### config.mk
export PLATFORM = sky130hd
export DESIGN_NAME = rmq_fifo
export DESIGN_NICKNAME = d
export VERILOG_FILES = /design/src/rtl/rmq_fifo.sv
export SDC_FILE = /design/constraint.sdc
export NUM_CORES = 1
export LEC_CHECK = 0
export BUFFER_PORTS_ARGS = -buffer_cell sky130_fd_sc_hd__buf_2
export CORE_MARGIN = 10
export CORE_UTILIZATION = 30
export DETAILED_ROUTE_END_ITERATION = 12
export PLACE_DENSITY = 0.58
export SLEW_MARGIN = 20
export SYNTH_ARGS = -nofsm -noshare
export SYNTH_HDL_FRONTEND = slang
export SYNTH_SLANG_ARGS = --single-unit
### constraint.sdc
create_clock -name clk_i -period 2.19 [get_ports clk_i]
set_input_delay 0.1095 -clock clk_i [delete_from_list [all_inputs] [get_ports clk_i]]
set_output_delay 0.1095 -clock clk_i [all_outputs]
set_load 0.005 [all_outputs]
### src/rtl/rmq_fifo.sv
// ============================================================================
// rmq_fifo
// Short queue between the classifying front and the arithmetic back end.
// ============================================================================
`default_nettype none

module rmq_fifo #(
  parameter int WIDTH = 8
) (
  input  wire logic             clk_i,
  input  wire logic             rst_ni,
  input  wire logic             push_i,
  input  wire logic [WIDTH-1:0] wdata_i,
  output logic                  full_o,
  input  wire logic             pop_i,
  output logic [WIDTH-1:0]      rdata_o,
  output logic                  empty_o
);

  localparam int DEPTH = 4;
  localparam int AW    = $clog2(DEPTH);

  logic [WIDTH-1:0] mem_q [DEPTH];
  logic [AW-1:0]    wp_q, rp_q;
  logic [AW:0]      cnt_q;

  assign full_o  = cnt_q == (AW+1)'(DEPTH);
  assign empty_o = cnt_q == '0;
  assign rdata_o = mem_q[rp_q];

  // pointers and fill count
  always_ff @(posedge clk_i or negedge rst_ni) begin
    if (!rst_ni) begin
      wp_q  <= '0;
      rp_q  <= '0;
      cnt_q <= '0;
    end else begin
      if (push_i) wp_q <= wp_q + 1'b1;
      if (pop_i)  rp_q <= rp_q + 1'b1;
      if (push_i && !pop_i)      cnt_q <= cnt_q + 1'b1;
      else if (!push_i && pop_i) cnt_q <= cnt_q - 1'b1;
    end
  end

  // storage
  always_ff @(posedge clk_i) begin
    if (push_i) mem_q[wp_q] <= wdata_i;
  end

endmodule

`default_nettype wire

# After elaboration in Yosys (flattened, before gate mapping)
# Memories as Yosys holds them, arrays and structs flattened.
# Cells that the tools add are included.
# totals
register_bits,7
ramBits,32
out_inout_bits,10
elab_cells,19
n_memories,1
# mem_list
name,words,word_bits,rd,rd_ports_with_merged_regs,wr,line_no,rtl
mem_q,4,8,1,0,1,23,logic [WIDTH-1:0] mem_q [DEPTH];
# op_classes
n_addsub,4
eq_ne,1
n_mux,4
reduce_logical,6
# op_table
op,count
two-way mux 3 bit,2
adder 2 x 1 -> 2 bit (second input constant),2
adder 3 x 1 -> 3 bit (second input constant),1
== test 3 bit (second input constant),1
zero test 3 bit,1
subtractor 3 x 1 -> 3 bit (second input constant),1
logical AND 1 bit,2
zero test 1 bit,2
two-way mux 1 bit,2
nonzero test 2 bit,1

# Depth between registers and ports, before layout
# depth
ltp_word,4
ltp_mapped,7

# Least setup slack after synthesis
# Ideal clock, no wire load.
# synth_timing
path_type,register to register
start,register cnt_q[0]
end,register cnt_q[2]
setup_time_ps,79
arrival_ps,1237
required_ps,2111
setup_slack_ps,874
path_stages_with_launch,5
n_path_buf,0
period_less_slack_ps,1316
cell_sequence,dfrtp_1 -> fa_1 -> xor2_1 -> nor2_1 -> xor2_1
# synth_between
elab_chain_len,3
word_cells_on_any_way,4
classes_between,add/sub (2); mux (2)
# synth_rtl
item,line_no,rtl
"start, declared",25,logic [AW:0] cnt_q;
"start signal, assigned",40,if (push_i && !pop_i) cnt_q <= cnt_q + 1'b1;
"start signal, assigned",41,else if (!push_i && pop_i) cnt_q <= cnt_q - 1'b1;
subtractor 3 x 1 -> 3 bit,41,
two-way mux 3 bit,41,
two-way mux 3 bit (*),40,
# Mark *: on every way between the ends. The rest lies on a longest branch, timed or not. The select of a mux whose other input is x is not followed.
# A chain may end at the register's enable or synchronous reset.

# Final worst setup path
# layout_timing
start,register rp_q[0]
end,output rdata_o[1]
# layout_between
elab_chain_len,1
# layout_rtl
item,line_no,rtl
"start, declared",24,"logic [AW-1:0] wp_q, rp_q;"
"start signal, assigned",39,if (pop_i) rp_q <= rp_q + 1'b1;
memory read (4 x 8 bit),-,
"end, declared",16,"output logic [WIDTH-1:0] rdata_o,"
# No other way between the ends.

==> impl_metrics.env <==
export IMPL_hold_buffers=1
export IMPL_worst_pin_slew_ns=0.586
export IMPL_synth_nets=94
export IMPL_ys_seq_area_frac=0.734
export IMPL_timing_rr_end="cnt_q[2]"
export IMPL_p_int_uw=1600
export IMPL_postCtsSetupBuffers=0
export IMPL_leakagePower_uw=0.000678
export IMPL_start_kind="flip-flop"
export IMPL_worstPathCellList="mux4_2 -> buf_2"
export IMPL_status="finished clean"
export IMPL_vias=744
export IMPL_r2r_start="cnt_q[0]"
export IMPL_tritoncts="built"
export IMPL_ys_flop_type="edfxtp_1"
export IMPL_yosys_cell_types_count=17
export IMPL_cp_max_fo=10
export IMPL_power_frac_seq=0.519
export IMPL_rsz0062_at_grt="false"
export IMPL_diodes=0
export IMPL_r2r_slack_ns=0.78
export IMPL_die_h_um=91.8
export IMPL_min_period_ns=1.83
export IMPL_max_slew_margin=0.609
export IMPL_htreeDepth=2
export IMPL_grt_util_all_layers=0.0622
export IMPL_p_switching_uw=621
export IMPL_setup_tns_ns=0
export IMPL_crit_path_end="rdata_o[1]"
export IMPL_start_util=0.307
export IMPL_fin_area_um2=1840
export IMPL_grt_pass1_vias=815
export IMPL_dieWidth_um=91.8
export IMPL_drc=0
export IMPL_synth_warnings=0
export IMPL_clkPwrFrac=0.229
export IMPL_drive_gt1_frac=0.365
export IMPL_worstSetupPathType="reg2out"
export IMPL_layout_common_cells="edfxtp_1, buf_2, mux4_2"
export IMPL_viasPerCell=4.28
export IMPL_gp_congestion=0.652
export IMPL_drt_iter0_markers=32
export IMPL_clkLatencyLatePin_ns=0.28
export IMPL_grt_remaining_overflow=0
export IMPL_wl_per_cell_um=14.2
export IMPL_finalHoldViolations=0
export IMPL_io_buffer_count=21
export IMPL_arrival_ns=1.72
export IMPL_crit_path_start="rp_q[0]"
export IMPL_reg2reg_depth=4
export IMPL_rows=26
export IMPL_switching_share=0.279
export IMPL_dr_pass1_iters=4
export IMPL_p_per_area_nw_per_um2=1210
export IMPL_report_final_setup_viol=0
export IMPL_ctsResizeCount=0
export IMPL_ir_drop_mv=0.524
export IMPL_worst_endpoint_required_ns=2.08
export IMPL_nets=121
export IMPL_antenna_found_initial=0
export IMPL_grt_max_degree=13
export IMPL_wirelength_mm=2.47
export IMPL_fmaxAchievable_mhz=547
export IMPL_fin_crit_sh=0.834
export IMPL_cap_violations=0
export IMPL_clk_pin_slew_worst_paths_ns=0.07
export IMPL_place_area_um2=1720
export IMPL_synth_seq_cells=39
export IMPL_cts_buffer_depth=2
export IMPL_final_common_cell="edfxtp_1"
export IMPL_cts_root_buffer="clkbuf_8"
export IMPL_syn_to_final_growth_pct=18.8
export IMPL_die_area_um2=8430
export IMPL_grt_pass1_wl_mm=3.93
export IMPL_boundaryPins=22
export IMPL_max_stage_delay_ns=0.72
export IMPL_syn_avg_cell_area_um2=20.4
export IMPL_finClkSkew_ns=0.00565
export IMPL_pwr_share_comb=0.252
export IMPL_syn_cell_area_um2=1550
export IMPL_cts_inserted_buffers=5
export IMPL_hp_class="in2reg"
export IMPL_cp_end_kind="primary output"
export IMPL_async_flop_share=0.179
export IMPL_hpwl_mm=1.80
export IMPL_syn_inst=76
export IMPL_ant_nets=0
export IMPL_synth_edf_count=32
export IMPL_cp_slowest_cell="dfrtp_1"
export IMPL_core_area_um2=5040
export IMPL_cts_sinks=39
export IMPL_slew_viol_final=0
cell families (layout without fill, tap and decap cells):
group	after synthesis	in the layout	synth area share
flip-flops	39	39	0.734
multiplexers	9	9	0.124
AND/OR/NAND/NOR	9	9	0.0315
adder cells (fa/ha/maj)	6	6	0.0534
XOR/XNOR	6	6	0.0340
buffers and inverters	6	34	0.0202
AO/OA/AOI/OAI	1	1	0.00323
sequential cells by signal, indices dropped and copies added (netlist names):
name,cells
cnt_q,3
mem_q,32
rp_q,2
wp_q,2
Yosys cell counts (2+ instances only):
cell | count | area, um^2
edfxtp_1 | 32 | 961
mux4_2 | 8 | 180
dfrtp_1 | 7 | 175
ha_1 | 5 | 62.6
and2_1 | 4 | 25.0
inv_1 | 4 | 15.0
xor2_1 | 4 | 35.0
nand2_1 | 2 | 7.51
xnor2_1 | 2 | 17.5
cell type report:
cell class | instances | area [um^2]
Tap cell | 70 | 87.6
Inverter | 4 | 15.0
Fill cell | 487 | 3200
Sequential cell | 39 | 1140
Timing Repair Buffer | 22 | 115
Multi-Input combinational cell | 31 | 380
Clock inverter | 1 | 7.51
Clock buffer | 7 | 96.3
power groups by stage:
stage | Clock (uW) | Combinational, uW | Sequential [uW]
CTS | 526 | 584 | 1160
global route | 556 | 634 | 1190
finish | 511 | 561 | 1150
global placement | 0 | 565 | 1170
floorplan | 0 | 462 | 1070
detailed placement | 0 | 580 | 1180
how the worst min path moves through the flow:
stage               cells past startpoint  startpoint  slack [ns]           to
floorplan                               0      rst_ni       -0.19     cnt_q[0]
global placement                        1      rst_ni       -0.05     cnt_q[2]
detailed placement                      1      rst_ni       -0.04     cnt_q[1]
CTS                                     2       pop_i        0.03      rp_q[0]
global route                            1  wdata_i[2]        0.03  mem_q[2][2]
finish                                  1  wdata_i[6]        0.04  mem_q[2][6]
per-layer routing:
metal / global-route usage / share of wire
met5: 0 / 0
met4: 0.0231 / 0.0049
met3: 0.0277 / 0.034
met2: 0.110 / 0.57
met1: 0.0639 / 0.40
per-stage QoR:
step	util	hold WS, ns	worst slack [ns]	cells	power, uW
after floorplan	-	-0.186	0.874	76	1530
after global placement	0.342	-0.0492	0.634	165	1730
after detailed placement	0.342	-0.0418	0.612	165	1760
after CTS	0.365	0.0272	0.290	174	2270
after global routing	0.365	0.0253	0.195	174	2380
final	0.365	0.0376	0.363	174	2230
worst max-delay path, delay by kind of cell, from the launching register on:
family                 cells  cell delay, ns
flip-flops                 1            0.72
multiplexers               1            0.58
buffers and inverters      1            0.14
Power figures use the tool's default switching activity.
