## src/rtl/rmq_pkg.sv

```systemverilog
// ============================================================================
// rmq_pkg
// Shared types and codes for the rotation matrix to quaternion converter.
// ============================================================================
`default_nettype none

package rmq_pkg;

  // output slot codes: which quaternion part carries the half root
  localparam logic [1:0] SLOT_W = 2'd0;
  localparam logic [1:0] SLOT_X = 2'd1;
  localparam logic [1:0] SLOT_Y = 2'd2;
  localparam logic [1:0] SLOT_Z = 2'd3;

  // classification result that travels with each request
  typedef struct packed {
    logic [1:0] root_sel;  // slot that gets the half root
    logic       zero;      // whole quaternion is zero
    logic       degen;     // radicand was negative and clamped
  } ctl_t;

endpackage

`default_nettype wire

```

## src/rtl/rmq_front.sv

```systemverilog
// ============================================================================
// rmq_front
// Accepts a matrix, picks the branch and pivot, forms radicand and the three
// off-diagonal terms, and holds them in one register stage.
// ============================================================================
`default_nettype none

module rmq_front import rmq_pkg::*; #(
  parameter int W  = 16,
  parameter int F  = 14,
  parameter int RW = 18
) (
  input  wire logic                  clk_i,
  input  wire logic                  rst_ni,
  input  wire logic                  valid_i,
  output logic                       ready_o,
  input  wire logic [8:0][W-1:0]     mat_i,
  output logic                       valid_o,
  input  wire logic                  ready_i,
  output logic [RW-1:0]              rad_o,
  output logic [2:0][W:0]            d_o,
  output ctl_t                       ctl_o
);

  localparam int RS = RW + 1;
  localparam int DW = W + 1;
  localparam logic signed [RS-1:0] ONE = RS'(1) << F;

  logic signed [RS-1:0] e [9];
  logic signed [DW-1:0] m [9];
  logic signed [RS-1:0] tr, rad_s;
  logic                 trpos, sel1, sel2;
  logic signed [RS-1:0] piv1;
  logic [1:0]           isel;
  logic [RW-1:0]        rad_d;
  logic [2:0][W:0]      d_d;
  ctl_t                 ctl_d;

  logic                 v_q;
  logic [RW-1:0]        rad_q;
  logic [2:0][W:0]      d_q;
  ctl_t                 ctl_q;

  // widen elements
  always_comb begin
    for (int k = 0; k < 9; k++) begin
      e[k] = RS'($signed(mat_i[k]));
      m[k] = DW'($signed(mat_i[k]));
    end
  end

  // branch and pivot choice
  always_comb begin
    tr    = e[0] + e[4] + e[8];
    trpos = !tr[RS-1] && (tr != '0);
    sel1  = e[4] > e[0];
    piv1  = sel1 ? e[4] : e[0];
    sel2  = e[8] > piv1;
    isel  = sel2 ? 2'd2 : (sel1 ? 2'd1 : 2'd0);
  end

  // radicand and terms per branch
  always_comb begin
    ctl_d = '0;
    rad_s = '0;
    d_d   = '0;
    if (trpos) begin
      rad_s          = tr + ONE;
      ctl_d.root_sel = SLOT_W;
      d_d[0] = m[5] - m[7];
      d_d[1] = m[6] - m[2];
      d_d[2] = m[1] - m[3];
    end else begin
      unique case (isel)
        2'd1: begin
          rad_s          = e[4] - e[8] - e[0] + ONE;
          ctl_d.root_sel = SLOT_Y;
          d_d[0] = m[6] - m[2];
          d_d[1] = m[3] + m[1];
          d_d[2] = m[5] + m[7];
        end
        2'd2: begin
          rad_s          = e[8] - e[0] - e[4] + ONE;
          ctl_d.root_sel = SLOT_Z;
          d_d[0] = m[1] - m[3];
          d_d[1] = m[6] + m[2];
          d_d[2] = m[7] + m[5];
        end
        default: begin
          rad_s          = e[0] - e[4] - e[8] + ONE;
          ctl_d.root_sel = SLOT_X;
          d_d[0] = m[5] - m[7];
          d_d[1] = m[1] + m[3];
          d_d[2] = m[2] + m[6];
        end
      endcase
      ctl_d.degen = rad_s[RS-1];
      ctl_d.zero  = rad_s[RS-1] || (rad_s == '0);
    end
    rad_d = rad_s[RS-1] ? '0 : rad_s[RW-1:0];
  end

  assign ready_o = !v_q || ready_i;

  // front register
  always_ff @(posedge clk_i or negedge rst_ni) begin
    if (!rst_ni) begin
      v_q <= 1'b0;
    end else if (ready_o) begin
      v_q <= valid_i;
    end
  end

  always_ff @(posedge clk_i) begin
    if (ready_o && valid_i) begin
      rad_q <= rad_d;
      d_q   <= d_d;
      ctl_q <= ctl_d;
    end
  end

  assign valid_o = v_q;
  assign rad_o   = rad_q;
  assign d_o     = d_q;
  assign ctl_o   = ctl_q;

endmodule

`default_nettype wire

```

## config.mk

```make
export PLATFORM = sky130hd
export DESIGN_NAME = rmq_front
export DESIGN_NICKNAME = d
export VERILOG_FILES = /design/src/rtl/rmq_pkg.sv /design/src/rtl/rmq_front.sv
export SDC_FILE = /design/constraint.sdc
export NUM_CORES = 1
export LEC_CHECK = 0
export CAP_MARGIN = 20
export CELL_PAD_IN_SITES_DETAIL_PLACEMENT = 0
export CELL_PAD_IN_SITES_GLOBAL_PLACEMENT = 1
export CORE_UTILIZATION = 38
export CTS_BUF_LIST = sky130_fd_sc_hd__clkbuf_2
export CTS_CLUSTER_DIAMETER = 60
export DETAILED_ROUTE_END_ITERATION = 16
export DONT_BUFFER_PORTS = 1
export GPL_TIMING_DRIVEN = 0
export PLACE_DENSITY = 0.67
export SLEW_MARGIN = 20
export SYNTH_ARGS = -nofsm -noshare
export SYNTH_HDL_FRONTEND = slang
export SYNTH_SLANG_ARGS = --single-unit
```

## constraint.sdc

```tcl
create_clock -name clk_i -period 2.6 [get_ports clk_i]
set_input_delay 0.52 -clock clk_i [delete_from_list [all_inputs] [get_ports clk_i]]
set_output_delay 0.52 -clock clk_i [all_outputs]
set_load 0.01 [all_outputs]
```

* Word level (Yosys, flattened, before mapping)
Cells that the tools add are included.
Storage, ports and cells: register bits 74, ROM bits 0, word-level logic and storage cells 47, bits in writable memories 0, bits in latches 0, output and inout bits 75, memories kept 0, input bits 148
Cells by class: $mul 0, equality and inequality tests 2, reductions and logical operators 8, bitwise gates (word level) 0, add/sub/neg operators 18, shifts and indexed selects 0, muxes and demuxes 9, divide/modulo/power cells 0, order comparisons 2
Operator list (number):
- 51-bit one-hot mux with 2 select lines | 1
- 16-bit by 16-bit subtractor with 17-bit output | 6
- 18-bit by 16-bit adder with 19-bit output (second input constant) | 4
- 16-bit by 16-bit adder with 17-bit output | 4
- 19-bit two-way mux | 3
- 17-bit by 16-bit subtractor with 18-bit output | 3
- 51-bit two-way mux | 1
- 19-bit one-hot mux with 2 select lines | 1
- 16-bit by 19-bit greater-than comparator with 1-bit output | 1
- 19-bit logical NOT | 1
- 19-bit nonzero test | 1
- 17-bit by 16-bit adder with 18-bit output | 1
- 16-bit greater-than comparator | 1
- 2-bit one-hot mux with 2 select lines | 1
- 2-bit by 1-bit == test with 1-bit output (second input constant) | 1
- 2-bit == test (second input constant) | 1
- 1-bit logical AND | 2
- 1-bit logical NOT | 2
- 1-bit logical OR | 2
- 2-bit two-way mux | 1
- 1-bit two-way mux | 1

* Depth between registers and ports, before layout
word-level depth 9, mapped depth 25, mapped depth without buffers 24

* Least setup slack after synthesis
No wires, ideal clock.
kind input -> register, start in mat_i[5] (netlist bit), end reg d_q (netlist bit d_o[2]) (data pin), data arrival time 5.144 ns, slack -2.811 ns, buffers on the path 6, library setup time 0.267 ns, stages on the path 22, required time 2.333 ns, path through inv_1 ha_1 nand2b_1 a221o_1 a221oi_1 nor4_2 nor3_4 buf_6 clkbuf_1 buf_2 mux2i_1 ha_1 a211oi_1 nor2_1 o31a_1 o41ai_2 buf_2 buf_2 buf_1 nor2_1 a31oi_1 o22ai_1
RTL lines:
- start, declared | RTL line rmq_front.sv:17 | input wire logic [8:0][W-1:0] mat_i,
- end signal, assigned | RTL line rmq_front.sv:117 | d_q <= d_d;
- end, declared | RTL line rmq_front.sv:41 | logic [2:0][W:0] d_q;

* Final worst setup path
start in mat_i[79] (netlist bit), end reg ctl_q (netlist bit ctl_o[1]) (data pin)
Between the ends: cells in the longest elaborated chain, start to end 9, elaborated cells on any way between the ends 24, classes of those cells add/sub (10); order compare (2); eq/ne (2); mux (5); reduce/logical (5)
Ends and longest elaborated chain:
- parallel branches: the longest is 9 deep, another holds 18-bit by 16-bit adder with 19-bit output
- end signal, assigned | RTL line rmq_front.sv:118 | ctl_q <= ctl_d;
- end, declared | RTL line rmq_front.sv:42 | ctl_t ctl_q;
Several ways; the timed one is not identified. The select of a mux whose other input is x is not followed. A chain may end at the register's enable or synchronous reset.

==> run_results.csv <==
group,metric,value,unit
setup_path,critPathKind,"in2reg",
logic_synthesis,synth-seq-area-share,0.152,
power_and_ir_drop,combinationalPowerShare,0.754,
logic_synthesis,syn_area,0.0146,mm2
route,avgRoutedWirePerCell,22.1,um
power_and_ir_drop,finalPower,11.0,mW
floorplan,num_rows,71,
logic_synthesis,synth_edf_count,73,
sta,max-slew-margin-rel,0.497,
power_and_ir_drop,power_frac_clock,0.070,
logic_synthesis,synth_area_leader_cell,"ha_1",
floorplan,start_util,0.387,
grt,grt_max_degree,45,
logic_synthesis,netlist_top_cells_area,"ha_1 (22%), edfxtp_1 (15%), fa_1 (10%)",
sta,fmax,0.200,GHz
layout,syn2layout_area_growth,20.0,%
grt,gr-total-overflow,0,
setup_path,critPathMaxFanout,5,
logic_synthesis,async_flop_share,0.0135,
floorplan,core-area,0.0378,mm2
cts,cts_sinks,74,
power_and_ir_drop,seq_power_share,0.176,
logic_synthesis,synth_nets,2178,
logic_synthesis,synthSimpleGateAreaFrac,0.150,
layout,fin_cells,2318,
setup_path,critPathArrivalTime,5.54,ns
route,wl,51200,um
route,drc,0,
floorplan,die-area,0.0392,mm2
floorplan,fp.dieH,198,um
cts,htreeDepth,3,
sta,setup_slack,-2.40,ns
sta,period_minus_slack,5.00,ns
sta,clock_skew,0.0304,ns
layout,n_fill_cell,3696,
floorplan,fp.dieW,198,um
logic_synthesis,yosysUniqueCellTypes,98,
layout,nets,2279,
layout,drive_above_1_share,0.162,
sta,timing.hold.ws,0.136,ns
place,numPlacedInstances,2212,
logic_synthesis,yosysWarnings,0,
place,dp_hpwl,41700,um
cts,path_clk_slew,0.25,ns
sta,tightest_slew,0.749,ns
layout,fin_area,0.0175,mm2
place,port_buffers,0,
grt,grt_pass1_vias,12900,
hold_path,hold_path_class,"in2reg",
setup_path,cpPeakStageDelay,0.53,ns
job,maxCapViolations,0,
power_and_ir_drop,powerDensity,630,mW/mm2
power_and_ir_drop,leakage,7.63,nW
place,place.gp.congestion,0.940,
cts,cts_buffers,9,
grt,track_usage,0.258,
outcome,outcome,"finished, violations left",
power_and_ir_drop,peakVddDrop,0.000293,V
logic_synthesis,synthMuxAreaShare,0.0193,
logic_synthesis,synth.top_cell.area_share,0.219,
cts,clk-insertion-delay-late,0.67,ns
setup_path,crit_path_start_kind,"primary input",
route,drtIter0Drc,713,
setup_path,endpoint_kind,"register",
layout,final_util,0.464,
floorplan,ioPinCount,223,
sta,finalHoldViolCount,0,
cts,cts_tree,"done",
route,vias,12900,
grt,grt_pass1_wl,75600,um
logic_synthesis,yosysMostFrequentCell,"ha_1",
power_and_ir_drop,p_sw,5.45,mW
logic_synthesis,synth_fa_ha_area_frac,0.321,
cts,cts_max_path_buffers,2,
sta,setup_viol,73,
route,ant_nets,0,
setup_path,worst_path_max_delay_cell,"or4b_4",
sta,min_period_over_period,1.92,
logic_synthesis,syn_inst,1700,
route,drt-pass1-iter-count,7,
setup_path,cp.required,3.14,ns
sta,slew_violations,0,
logic_synthesis,syn_area_per_cell,8.60,um2
place,placed_area,0.0155,mm2
logic_synthesis,netlist_top_cells_count,"ha_1 (256), inv_1 (170), nor2_1 (131)",
logic_synthesis,synth_top_family_by_area,"adder cells",
power_and_ir_drop,power.switching_fraction,0.493,
logic_synthesis,ys.flop_type,"edfxtp_1",
route,viasPerCell,5.57,
logic_synthesis,synth_xor_area_frac,0.0730,
cts,cts_root_buffer,"clkbuf_2",
sta,rsz0062_at_grt,"true",
grt,antenna_found_initial,1,
logic_synthesis,synth-seq-cells,74,
power_and_ir_drop,p_int,5.59,mW
logic_synthesis,synth_compound_area_frac,0.220,
outcome,violations,"setup timing",
[cell usage in the layout, fill, tap and decap left out, types with 10 or more instances in the layout]
cell	Yosys	layout
nor3b_1	10	10
xor2_1	42	42
edfxtp_1	73	73
o31ai_1	10	10
xnor2_1	78	77
nor2b_1	31	30
o211ai_1	14	14
o21a_1	18	17
a211oi_1	17	13
o21ai_2	0	16
buf_12	0	15
a21oi_1	121	106
o21ai_0	73	47
nor3_1	45	42
inv_1	170	162
buf_4	5	50
nor2_1	131	113
clkbuf_1	39	28
buf_6	3	27
clkinvlp_4	0	10
o21bai_1	20	20
ha_1	256	251
o21ai_1	18	25
nand3_1	31	31
or3_1	12	12
nand2b_1	20	19
nor2_4	0	10
fa_1	74	74
nand2_1	110	104
mux2i_1	26	22
a21o_1	23	23
and3_1	17	17
a31oi_1	15	14
clkbuf_2	0	12
[flip-flops by register name (all words and copies together), names as in the netlist]
signal,flops
d_o,51
ctl_o,4
rad_o,18
valid_o,1
[what timing repair did]
action	4_1_cts	5_1_grt
gates cloned	6	2
hold endpoints to repair	2	0
pin swaps	45	31
resized for setup	188	67
endpoints found under the setup margin	73	73
hold buffers	3	0
setup buffers	62	16
[critical path, delay by kind of cell]
family / cells / cell delay (ns)
buffers and inverters: 7 / 1.00
AO/OA/AOI/OAI: 6 / 1.25
AND/OR/NAND/NOR: 9 / 2.10
multiplexers: 1 / 0.11
adder cells (fa/ha/maj): 2 / 0.56
[power groups by stage]
| stage | clock network (mW) | logic, mW | registers, mW |
|---|---|---|---|
| 2_1_floorplan | 0 | 4.55 | 1.92 |
| 3_3_place_gp | 0 | 6.33 | 1.98 |
| 6_report | 0.776 | 8.32 | 1.94 |
| 3_5_place_dp | 0 | 6.37 | 1.98 |
| 4_1_cts | 0.798 | 7.85 | 1.95 |
| 5_1_grt | 0.839 | 8.95 | 1.97 |
[path summary, 6_finish.rpt]
| path | from | to | slack (ns) | cells after the start |
|---|---|---|---|---|
| worst min-delay path | ready_i | valid_o | 0.14 | 2 |
| worst max-delay path | mat_i[79] | ctl_o[1] | -2.40 | 25 |
| max in group asynchronous | rst_ni | valid_o | 1.94 | 2 |
| worst max register to register | valid_o | rad_o[8] | 0.84 | 3 |
| worst min register to register | valid_o | valid_o | 0.72 | 2 |
| min in group asynchronous | rst_ni | valid_o | 0.57 | 2 |
[layer usage]
metal | up-vias | wire length (um) | global-route usage
li1 | 6240 | - | -
met1 | 6222 | 20700 | 0.298
met2 | 343 | 26200 | 0.481
met3 | 99 | 2190 | 0.0313
met4 | 0 | 2050 | 0.0919
met5 | - | 0 | 0
[stage by stage]
| step | setup slack [ns] | TNS [ns] |
|---|---|---|
| floorplan | -2.39 | -158.89 |
| global placement | -4.25 | -273.35 |
| detailed placement | -4.39 | -280.75 |
| CTS | -2.41 | -156.81 |
| global route | -2.51 | -164.34 |
| finish | -2.40 | -157.00 |
[cell type report]
| cell class | instances | area (um2) | share of cell area |
|---|---|---|---|
| flip-flops and latches | 74 | 2220 | 0.126 |
| well taps | 511 | 639 | 0.0365 |
| diodes | 1 | 2.50 | 0.000143 |
| multi-input cells | 1392 | 12300 | 0.701 |
| plain buffers | 64 | 604 | 0.0345 |
| clock buffers | 9 | 45.0 | 0.00257 |
| repair buffers | 90 | 983 | 0.0561 |
| inverters | 170 | 668 | 0.0381 |
| clock inverters | 7 | 82.6 | 0.00471 |
[cells by family after synthesis]
family          after synthesis
fa+ha+maj                   330
flops                        74
xor+xnor                    121
buf+inv                     234
simple gates                448
compound gates              465
mux                          28
Power figures use the tool's default switching activity.
