[src/rtl/rmq_sqrt.sv]
// ============================================================================
// rmq_sqrt
// Pipelined integer square root, one result bit per stage, with sideband.
// ============================================================================
`default_nettype none

module rmq_sqrt #(
  parameter int NB = 16,
  parameter int SW = 8
) (
  input  wire logic            clk_i,
  input  wire logic            rst_ni,
  input  wire logic            en_i,
  input  wire logic            valid_i,
  input  wire logic [2*NB-1:0] x_i,
  input  wire logic [SW-1:0]   side_i,
  output logic                 valid_o,
  output logic [NB-1:0]        root_o,
  output logic [SW-1:0]        side_o
);

  localparam int RMW = NB + 3;

  logic            v_q    [NB];
  logic [RMW-1:0]  rem_q  [NB];
  logic [NB-1:0]   root_q [NB];
  logic [2*NB-1:0] x_q    [NB];
  logic [SW-1:0]   sd_q   [NB];

  for (genvar g = 0; g < NB; g++) begin : g_stage
    logic            v_p;
    logic [RMW-1:0]  rem_p;
    logic [NB-1:0]   root_p;
    logic [2*NB-1:0] x_p;
    logic [SW-1:0]   sd_p;
    logic [RMW-1:0]  r2, trial;
    logic            ge;

    if (g == 0) begin : g_in
      assign v_p    = valid_i;
      assign rem_p  = '0;
      assign root_p = '0;
      assign x_p    = x_i;
      assign sd_p   = side_i;
    end else begin : g_mid
      assign v_p    = v_q[g-1];
      assign rem_p  = rem_q[g-1];
      assign root_p = root_q[g-1];
      assign x_p    = x_q[g-1];
      assign sd_p   = sd_q[g-1];
    end

    // bring down two bits and try the next root bit
    assign r2    = {rem_p[RMW-3:0], x_p[2*NB-1 -: 2]};
    assign trial = {1'b0, root_p, 2'b01};
    assign ge    = r2 >= trial;

    always_ff @(posedge clk_i or negedge rst_ni) begin
      if (!rst_ni) begin
        v_q[g] <= 1'b0;
      end else if (en_i) begin
        v_q[g] <= v_p;
      end
    end

    always_ff @(posedge clk_i) begin
      if (en_i) begin
        rem_q[g]  <= ge ? (r2 - trial) : r2;
        root_q[g] <= {root_p[NB-2:0], ge};
        x_q[g]    <= {x_p[2*NB-3:0], 2'b00};
        sd_q[g]   <= sd_p;
      end
    end
  end

  assign valid_o = v_q[NB-1];
  assign root_o  = root_q[NB-1];
  assign side_o  = sd_q[NB-1];

endmodule

`default_nettype wire

[config.mk]
export PLATFORM = sky130hd
export DESIGN_NAME = rmq_sqrt
export DESIGN_NICKNAME = d
export VERILOG_FILES = /design/src/rtl/rmq_sqrt.sv
export SDC_FILE = /design/constraint.sdc
export NUM_CORES = 1
export LEC_CHECK = 0
export ABC_AREA = 0
export BUFFER_PORTS_ARGS = -buffer_cell sky130_fd_sc_hd__buf_2
export CAP_MARGIN = 30
export CORE_MARGIN = 4
export CORE_UTILIZATION = 50
export CTS_CLUSTER_DIAMETER = 100
export DETAILED_ROUTE_END_ITERATION = 12
export PLACE_DENSITY = 0.68
export SETUP_SLACK_MARGIN = 0.05
export SLEW_MARGIN = 20
export SYNTH_ARGS = -nofsm -noshare
export SYNTH_HDL_FRONTEND = slang
export SYNTH_SLANG_ARGS = --single-unit
[constraint.sdc]
create_clock -name clk_i -period 2.93 [get_ports clk_i]
set_clock_uncertainty 0.1 [all_clocks]
set_input_delay 0.586 -clock clk_i [delete_from_list [all_inputs] [get_ports clk_i]]
set_output_delay 0.586 -clock clk_i [all_outputs]
set_load 0.05 [all_outputs]
### Yosys cells after proc, flatten, opt, wreduce, memory -nomap -nowiden

Memory sizes are Yosys's and may differ from the RTL's.
Cells that the tools add are included.

* bits in registers: 16
* RAM bits: 1168
* logic and storage cells: 70
* memories: 4

* add/subtract/negate cells: 16
* $lt $le $gt $ge: 16
* muxes and demuxes: 18

Memories
* x_q: depth 16, width 30, read ports 15, clocked after Yosys merged registers in 0, wr ports 16, RTL line 27 `logic [2*NB-1:0] x_q [NB];`
* rem_q: depth 16, width 19, read ports 15, clocked after Yosys merged registers in 0, wr ports 16, RTL line 25 `logic [RMW-1:0] rem_q [NB];`
* root_q: depth 16, width 16, read ports 16, clocked after Yosys merged registers in 0, wr ports 16, RTL line 26 `logic [NB-1:0] root_q [NB];`
* sd_q: depth 16, width 8, read ports 16, clocked after Yosys merged registers in 0, wr ports 16, RTL line 28 `logic [SW-1:0] sd_q [NB];`

Operator list (count)
* $mux 19: 16
* $ge 19x18->1: 15
* $sub 19x18->19: 15
* $sub 2x1->3 const B: 1
* $ge 2x1->1 const B: 1
* $mux 1: 2

### Longest topological paths before layout

Gate-level depths: netlist of run 1.
An unclocked memory read counts as a cell.

* depth after elaboration: 3
* depth in mapped cells: 11

### Worst setup path after synthesis of run 1

No wires, ideal clock.

* kind: register to register
* start: memory rem_q[1][2] in the netlist's numbering
* end: memory rem_q[1][23] in the netlist's numbering, data pin
* data arrival time: 2.470 ns
* data required time: 2.570 ns
* slack: 0.100 ns
* cell stages (with the launch flop): 9
* cell sequence: edfxtp_1 -> ha_1 -> or3_1 -> o22ai_1 -> a211oi_1 -> o31a_1 -> or3_1 -> clkbuf_1 -> mux2_2

RTL lines (RTL line)
* start: declaration: 25

==> results of run 1 <==
where the power goes:
group | switching (mW) | internal, mW | total [mW]
clock network | 3.87 | 5.87 | 9.74
logic | 2.05 | 1.66 | 3.70
registers | 0.597 | 13.3 | 13.9
total | 6.51 | 20.8 | 27.3
cell families (layout without fill, tap and decap cells):
family	Yosys count	count (layout)	share of synthesized area (%)
DFF	757	757	69.7
AOI/OAI and AO/OA	410	410	7.99
other	1	1	0.0115
buffers and inverters	215	470	2.54
xor gates and xnor gates	160	160	4.31
muxes	45	45	1.54
and+or+nand+nor	521	521	8.04
adders and majority gates	152	152	5.85
cell type report:
| class | count | area (um2) |
|---|---|---|
| clock buffer | 92 | 2050 |
| clock inverter | 47 | 505 |
| fill | 4903 | 27000 |
| inverter | 185 | 694 |
| multi-input combinational | 1289 | 9260 |
| sequential | 757 | 22700 |
| tap | 855 | 1070 |
| timing repair buffer | 146 | 1130 |
synthesized netlist by cell type (25+ instances only):
cell / count
ha_1: 152
clkbuf_1: 27
mux2_2: 39
nor2b_1: 25
edfxtp_1: 741
nand2b_1: 30
o21a_1: 36
nor4_1: 26
nor3_1: 49
nor2_1: 151
xor2_1: 79
o21ai_0: 100
nand3_1: 26
inv_1: 185
a21o_1: 32
xnor2_1: 81
or3_1: 28
nand2_1: 103
a21oi_1: 121
worst paths after layout:
kind | startpoint | endpoint | depth (start not counted)
worst max-delay path | rem_q[0][67] | rem_q[0][92] | 7
worst min-delay path | x_i[26] | x_q[0][26] | 1
worst max register to register | rem_q[0][67] | rem_q[0][92] | 7
worst min register to register | x_q[0][174] | x_q[0][206] | 0
max in group asynchronous | rst_ni | g_stage[8].v_p | 2
min in group asynchronous | rst_ni | g_stage[14].v_p | 2
flip-flops by register name, indices dropped and copies added (netlist names):
name         flops
valid_o          1
g_stage.v_p     15
x_q            240
root_q         136
rem_q          237
sd_q           128
metal layers:
metal  vias up  GRT usage (%)  routed length [um]
li1       8831              -                   -
met5         -              0                   0
met2       364           26.7               27000
met3       105           2.93                2350
met4         0           5.05                1230
met1      8619           19.2               22900
what timing repair did:
item	CTS	global route
hold buffers	1	0
pin swaps	0	8
endpoints found under the hold margin	16	0
setup endpoints to repair	12	101
buffers inserted	0	5
gates resized for setup	1	48
through the flow:
stage | hold WS (ns) | area, um2
6_report | 0.0594 | 37400
3_5_place_dp | 0.305 | 34500
2_1_floorplan | 0.190 | 32500
3_3_place_gp | 0.300 | 34500
5_1_grt | 0.0246 | 37400
4_1_cts | 0.0122 | 37100
==> run_results.csv, run 1 <==
group,metric,value,unit
final_layout,layout.cells.most_common_list,"edfxtp_1, inv_1, nor2_1",
hold_path,hp-class,"input port to flop",
route,wl,53500,um
floorplan,core,64300,um2
route,dr.pass1.iters,7,
sta,setup_ws,0.00893,ns
sta,slew_violations,0,
grt,antenna_found_initial,0,
floorplan,row_count,93,
yosys,syn_avg_cell_area,14.4,um2
sta,setup_total_negative_slack,0,ns
yosys,synth_top_area_share,68.5,%
yosys,ys_seq_area_share,69.7,%
clock_network,clk_path_buf_depth,3,
place,gp_congestion,0.894,
sta,fmax,0.342,GHz
route,drc_errors,0,
clock_network,ctsHtreeMaxLevel,3,
yosys,yosysWarnings,0,
worst_setup_path,critPathKind,"flop to flop",
worst_setup_path,crit_buf_inv,0,
floorplan,dieArea,69100,um2
place,portBuffers,68,
sta,tightest_slew,0.497,ns
yosys,synth_enable_flop_cells,741,
floorplan,die_h,263,um
grt,grt_max_degree,94,
clock_network,clk_transition_reported_paths,0.06,ns
yosys,async_flop_share,2.11,%
floorplan,start_util,50.5,%
place,dp_hpwl,37300,um
sta,fin_crit_sh,99.7,%
route,ant_nets,0,
pwr,power.total,27.3,mW
worst_setup_path,end_kind,"flop",
route,via_per_inst,5.32,
final_layout,diodes,0,
route,avgRoutedWirePerCell,15.9,um
worst_setup_path,cp.required,3.15,ns
yosys,synth_nets,2457,
clock_network,clock_sinks,757,
grt,overflow,0,
yosys,ys_seq_elements,757,
worst_setup_path,worstPathMaxFanout,7,
final_layout,final_common_cell,"edfxtp_1",
grt,grtUsageTotal,15.3,%
final_layout,final_cells,3371,
floorplan,fp.dieW,263,um
sta,hold_viol_final,0,
worst_setup_path,cp_top_family,"simple AND/OR/NAND/NOR gates",
sta,rsz0062_at_grt,"yes",
route,via_count,17900,
worst_setup_path,critical_path.cell_chain,"or3_4 > or3_4 > or4_4 > or4_4 > nor2_8 > nor4_1 > xor2_1",
yosys,synth_area,32500,um2
worst_setup_path,cp_slowest_cell,"or4_4",
clock_network,cts-buffers-inserted,77,
run,maxCapViolations,0,
grt,grt_pass1_vias,17900,
yosys,netlist_instances,2261,
outcome,run_status,"completed",
route,dr.first_iter.drc_count,1115,
clock_network,worstSkewPairLatency,0.60,ns
worst_setup_path,critPathMaxStageDelay,0.53,ns
worst_setup_path,cp.arrival,3.14,ns
worst_setup_path,critPathLaunchType,"flop",
clock_network,cts_tree,"built",
yosys,ys.flop_type,"edfxtp_1",
final_layout,post-route-util,58.1,%
sta,final-setup-viol-count,0,
sta,period_needed,2.92,ns
grt,grt_pass1_wl,88200,um
final_layout,syn2layout_area_growth,15.0,%
place,dp_worst_setup_slack,-0.0199,ns
sta,max_slew_margin,66.5,%
final_layout,nNetsFinal,2652,
yosys,synth_area_leader_cell,"edfxtp_1",
yosys,ys_types,73,
worst_setup_path,rrSetupSlack,0.009,ns
final_layout,drive_above_1_share,14.0,%
clock_network,root_buffer,"clkbuf_16",
pwr,ir_worst_vdd,0.496,mV
floorplan,pin_count,69,
yosys,synth.top_cells.by_area,"edfxtp_1, ha_1, xnor2_1",
pwr,p_per_area,731,nW/um2
place,dp.cells,3226,
pwr,leakagePower,14.3,nW
Power figures use the tool's default switching activity.
==> run 2, diff against run 1 <==
--- a/config.mk
+++ b/config.mk
@@ -9,10 +9,10 @@
 export BUFFER_PORTS_ARGS = -buffer_cell sky130_fd_sc_hd__buf_2
 export CAP_MARGIN = 30
 export CORE_MARGIN = 4
-export CORE_UTILIZATION = 50
+export CORE_UTILIZATION = 57
 export CTS_CLUSTER_DIAMETER = 100
 export DETAILED_ROUTE_END_ITERATION = 12
-export PLACE_DENSITY = 0.68
+export PLACE_DENSITY = 0.74
 export SETUP_SLACK_MARGIN = 0.05
 export SLEW_MARGIN = 20
 export SYNTH_ARGS = -nofsm -noshare
==> run_results.csv, run 2 (synthesis results as in run 1) <==
group,metric,value,unit
outcome,run_status,"complete, but fails checks",
outcome,violations,"negative setup slack",
pwr,ir_worst_vdd,0.624,mV
final_layout,drive_above_1_share,15.0,%
worst_setup_path,reg2reg_depth,8,
final_layout,diodes,0,
sta,tightest_slew,0.723,ns
grt,grt_pass1_wl,90200,um
clock_network,root_buffer,"clkbuf_16",
route,wl_met2,27000,um
route,via_per_inst,5.51,
clock_network,worstSkewPairLatency,0.61,ns
floorplan,pin_count,69,
route,via_count,18200,
place,dp_hpwl,37800,um
worst_setup_path,critical_path.cell_chain,"or3_4 > or3_4 > or4_4 > or4_4 > nor2_8 > buf_6 > buf_12 > o31ai_1",
grt,antenna_found_initial,0,
floorplan,start_util,57.6,%
place,gp_congestion,0.881,
sta,fin_crit_sh,102,%
final_layout,final_common_cell,"edfxtp_1",
grt,overflow,0,
grt,grt_pass1_vias,18300,
place,dpl_cell_area,34500,um2
sta,final-setup-viol-count,12,
final_layout,largest_register,"x_q",
worst_setup_path,critPathLaunchType,"flop",
hold_path,hp-class,"input port to flop",
floorplan,row_count,87,
clock_network,clock_sinks,757,
worst_setup_path,end_kind,"flop",
worst_setup_path,cp.required,3.17,ns
sta,max_slew_margin,51.4,%
route,met1_length,23800,um
sta,fmax,0.335,GHz
run,maxCapViolations,0,
worst_setup_path,r2r_start,"rem_q[0][67]",
grt,grtUsageTotal,18.2,%
route,avgRoutedWirePerCell,16.6,um
sta,rsz0062_at_grt,"yes",
final_layout,nNetsFinal,2675,
route,dr.pass1.iters,6,
route,top_layer,"met4",
final_layout,final_cells,3299,
sta,period_needed,2.98,ns
pwr,p_per_area,729,nW/um2
worst_setup_path,cp_top_family,"simple AND/OR/NAND/NOR gates",
clock_network,cts-buffers-inserted,78,
final_layout,final_area,37400,um2
route,wl,54700,um
route,wl_met3,2520,um
worst_setup_path,cp.arrival,3.22,ns
place,dp.cells,3138,
pwr,leakagePower,14.4,nW
sta,setup_ws,-0.0517,ns
sta,slew_violations,0,
floorplan,core,56400,um2
worst_setup_path,crit_buf_inv,2,
final_layout,reg_top3,"x_q: 240 flops, rem_q: 237 flops, root_q: 136 flops",
hold_path,holdPathStages,1,
worst_setup_path,critPathMaxStageDelay,0.53,ns
floorplan,dieArea,60900,um2
route,drc_errors,0,
worst_setup_path,reg2reg_to,"rem_q[0][81]",
worst_setup_path,cp_slowest_cell,"or4_4",
worst_setup_path,critPathKind,"flop to flop",
worst_setup_path,rrSetupSlack,-0.05,ns
clock_network,ctsHtreeMaxLevel,3,
hold_path,worstHoldStart,"side_i[2]",
clock_network,cts_tree,"built",
route,dr.first_iter.drc_count,1143,
grt,grt_max_degree,100,
clock_network,clk_transition_reported_paths,0.06,ns
floorplan,die_h,247,um
floorplan,fp.dieW,247,um
hold_path,min_to,"sd_q[0][2]",
worst_setup_path,worstPathMaxFanout,6,
final_layout,layout.cells.most_common_list,"edfxtp_1, inv_1, nor2_1",
final_layout,largest_register_ffs,240,
route,ant_nets,0,
place,portBuffers,68,
clock_network,clk_path_buf_depth,3,
sta,hold_viol_final,0,
final_layout,syn2layout_area_growth,15.1,%
run 2: cell types whose count changed in the layout (fill, tap and decap cells not counted), moves of 3 or more:
cell | previous run | this run
nor3_2 | 0 | 3
bufinv_16 | 10 | 7
ha_2 | 0 | 3
buf_4 | 59 | 80
clkbuf_1 | 12 | 19
clkinv_1 | 17 | 12
nor3_1 | 49 | 46
run 2: what timing repair did:
action,CTS,global route
hold endpoints to repair,16,0
setup buffers,7,8
cloned,0,1
pin swaps,1,13
gates resized for setup,8,47
hold buffers,1,0
endpoints found under the setup margin,15,96
run 2: layer usage:
layer / vias to the layer above / global-route usage, %
met5: - / 0
met2: 423 / 30.8
li1: 8875 / -
met4: 0 / 6.29
met3: 101 / 3.11
met1: 8791 / 24.1
run 2: area by class of cell:
class	count	area, um2
flip-flops and latches	757	22700
fillers	4013	19000
repair buffers	168	1320
multi-input cells	1289	9250
clock buffers	101	2110
clock inverters	43	415
well taps	756	946
inverters	185	697
run 2: per-stage QoR:
step / setup TNS [ns] / setup slack, ns / util, % / hold WS (ns) / total power [mW]
finish: -0.312 / -0.0517 / 66.3 / 0.0536 / 27.3
global route: -1.06 / -0.116 / 66.3 / 0.0197 / 28.6
CTS: -0.00528 / -0.00344 / 65.8 / 0.00601 / 27.5
detailed placement: 0 / 0.00679 / 61.1 / 0.305 / 17.7
global placement: 0 / 0.0937 / 61.1 / 0.300 / 17.5
floorplan: 0 / 0.0998 / - / 0.190 / 16.5
run 2: power breakdown:
part,internal (mW),switching (mW)
Clock,5.73,3.93
Combinational,1.66,2.04
Sequential,13.3,0.611
run 2: how the worst max path moves through the flow:
stage	cells after the start	slack, ns	startpoint	endpoint
3_5_place_dp	7	0.007	rem_q[0][67]	rem_q[0][90]
3_3_place_gp	8	0.09	rem_q[1][0]	rem_q[1][23]
6_report	8	-0.05	rem_q[0][67]	rem_q[0][81]
5_1_grt	9	-0.12	rem_q[0][57]	rem_q[0][88]
4_1_cts	8	-0.003	rem_q[0][67]	rem_q[0][81]
2_1_floorplan	8	0.1	rem_q[1][2]	rem_q[1][23]
==> run 3, diff against run 2 <==
--- a/config.mk
+++ b/config.mk
@@ -9,10 +9,10 @@
 export BUFFER_PORTS_ARGS = -buffer_cell sky130_fd_sc_hd__buf_2
 export CAP_MARGIN = 30
 export CORE_MARGIN = 4
-export CORE_UTILIZATION = 57
+export CORE_UTILIZATION = 60
 export CTS_CLUSTER_DIAMETER = 100
 export DETAILED_ROUTE_END_ITERATION = 12
-export PLACE_DENSITY = 0.74
+export PLACE_DENSITY = 0.75
 export SETUP_SLACK_MARGIN = 0.05
 export SLEW_MARGIN = 20
 export SYNTH_ARGS = -nofsm -noshare
==> constraint.sdc (replaced) <==
create_clock -name clk_i -period 3.4 [get_ports clk_i]
set_clock_uncertainty 0.1 [all_clocks]
set_input_delay 0.68 -clock clk_i [delete_from_list [all_inputs] [get_ports clk_i]]
set_output_delay 0.68 -clock clk_i [all_outputs]
set_load 0.05 [all_outputs]
==> run_results.csv, run 3 (synthesis results as in run 1) <==
group,metric,value,unit
outcome,run_status,"completed",
pwr,leakagePower,14.1,nW
grt,grt_max_degree,85,
worst_setup_path,end_kind,"flop",
worst_setup_path,worstPathMaxFanout,28,
worst_setup_path,r2r_start,"root_q[6][4]",
route,drc_errors,0,
clock_network,cts_resized,0,
sta,max_slew_margin,52.1,%
hold_path,worstHoldStart,"side_i[2]",
sta,rsz0062_at_grt,"no",
route,via_count,17800,
clock_network,root_buffer,"clkbuf_16",
route,avgRoutedWirePerCell,16.6,um
clock_network,cts_hold_buffers,1,
sta,hold_viol_final,0,
hold_path,holdPathStages,1,
route,dr.first_iter.drc_count,1162,
clock_network,clk_path_buf_depth,3,
hold_path,hp-class,"input port to flop",
sta,slew_violations,0,
floorplan,dieArea,57900,um2
floorplan,fp.dieW,241,um
worst_setup_path,cp.required,3.66,ns
sta,fmax,0.315,GHz
final_layout,layout.cells.most_common_list,"edfxtp_1, inv_1, ha_1",
final_layout,final_cells,3178,
floorplan,core,53700,um2
sta,tightest_slew,0.718,ns
sta,period_needed,3.18,ns
final_layout,largest_register,"x_q",
place,dp.cells,3040,
place,dpl_cell_area,34000,um2
place,portBuffers,68,
sta,fin_crit_sh,93.5,%
clock_network,worstSkewPairLatency,0.63,ns
worst_setup_path,cp.arrival,3.44,ns
route,wl,52900,um
final_layout,nFillCells,3585,
worst_setup_path,reg2reg_to,"rem_q[1][109]",
final_layout,seq_area,22700,um2
pwr,p_per_area,638,nW/um2
floorplan,die_h,241,um
worst_setup_path,critPathLaunchType,"flop",
final_layout,multi_input_area,9020,um2
floorplan,pin_count,69,
final_layout,syn2layout_area_growth,12.6,%
grt,overflow,0,
final_layout,final_area,36600,um2
grt,antenna_found_initial,0,
clock_network,ctsHtreeMaxLevel,3,
worst_setup_path,rrSetupSlack,0.22,ns
final_layout,largest_register_ffs,240,
final_layout,post-route-util,68.1,%
route,via_per_inst,5.59,
clock_network,cts_setup_buffers,0,
final_layout,final_common_cell,"edfxtp_1",
final_layout,diodes,0,
clock_network,clk_transition_reported_paths,0.06,ns
worst_setup_path,critPathKind,"flop to flop",
sta,timing.hold.ws,0.120,ns
route,dr.pass1.iters,5,
clock_network,cts-buffers-inserted,77,
worst_setup_path,reg2reg_depth,10,
floorplan,row_count,85,
grt,grt_pass1_vias,18000,
hold_path,min_to,"sd_q[0][2]",
clock_network,clock_sinks,757,
place,gp_congestion,0.915,
final_layout,drive_above_1_share,11.4,%
floorplan,start_util,60.5,%
final_layout,nNetsFinal,2620,
sta,setup_total_negative_slack,0,ns
run,maxCapViolations,0,
place,dp_hpwl,36100,um
sta,final-setup-viol-count,0,
route,ant_nets,0,
clock_network,cts_tree,"built",
grt,grt_pass1_wl,87800,um
grt,grtUsageTotal,18.6,%
final_layout,reg_top3,"x_q: 240 flops, rem_q: 237 flops, root_q: 136 flops",
pwr,ir_worst_vdd,0.570,mV
## run 3: changes by cell type in the layout (fill, tap and decap cells not counted), sizes merged
cell,delta
clkbuf,-11
bufinv,+1
buf,-53
inv,-3
clkinv,+9
clkinvlp,-4
## run 3: through the flow
step / worst slack, ns / power, mW
3_3_place_gp: 0.323 / 15.1
5_1_grt: 0.0521 / 24.5
3_5_place_dp: 0.294 / 15.2
4_1_cts: 0.256 / 23.6
2_1_floorplan: 0.570 / 14.2
6_report: 0.222 / 23.3
## run 3: metal layers
layer  routed length [um]  global-route usage (%)
met2                26500                    32.0
met4                 1570                    6.38
met5                    0                       0
met3                 2130                    3.37
met1                22700                    24.3
## run 3: where the power goes
part / switching (mW) / internal [mW] / leakage (nW)
Combinational: 1.73 / 1.34 / 5.52
Clock: 3.48 / 4.83 / 1.24
Sequential: 0.508 / 11.4 / 7.32
Total: 5.72 / 17.6 / 14.1
## run 3: worst max-delay path by stage
stage / from / to / slack (ns) / depth (start not counted)
final: root_q[6][4] / rem_q[1][109] / 0.22 / 10
after global routing: root_q[6][4] / rem_q[1][109] / 0.05 / 10
after CTS: root_q[6][4] / rem_q[1][109] / 0.26 / 10
after detailed placement: root_q[6][4] / rem_q[1][109] / 0.29 / 10
after global placement: root_q[6][4] / rem_q[1][109] / 0.32 / 10
after floorplan: rem_q[1][2] / rem_q[1][23] / 0.57 / 8
## run 3: final cells by class
| class | count | area share, % |
|---|---|---|
| Sequential cell | 757 | 61.9 |
| Multi-Input combinational cell | 1289 | 24.6 |
| Clock buffer | 91 | 5.41 |
| Tap cell | 696 | 2.38 |
| Timing Repair Buffer | 114 | 2.22 |
| Inverter | 185 | 1.90 |
| Clock inverter | 46 | 1.54 |
## run 3: critical path, cell delays in order, from the launching register on
cell and delay [ns]:
edfxtp_1 0.40, inv_1 0.06, ha_1 0.35, nand4_1 0.21, a21oi_1 0.31, nor4_1 0.10
o21ai_0 0.51, a311oi_2 0.17, buf_4 0.25, inv_1 0.12, mux2_2 0.33
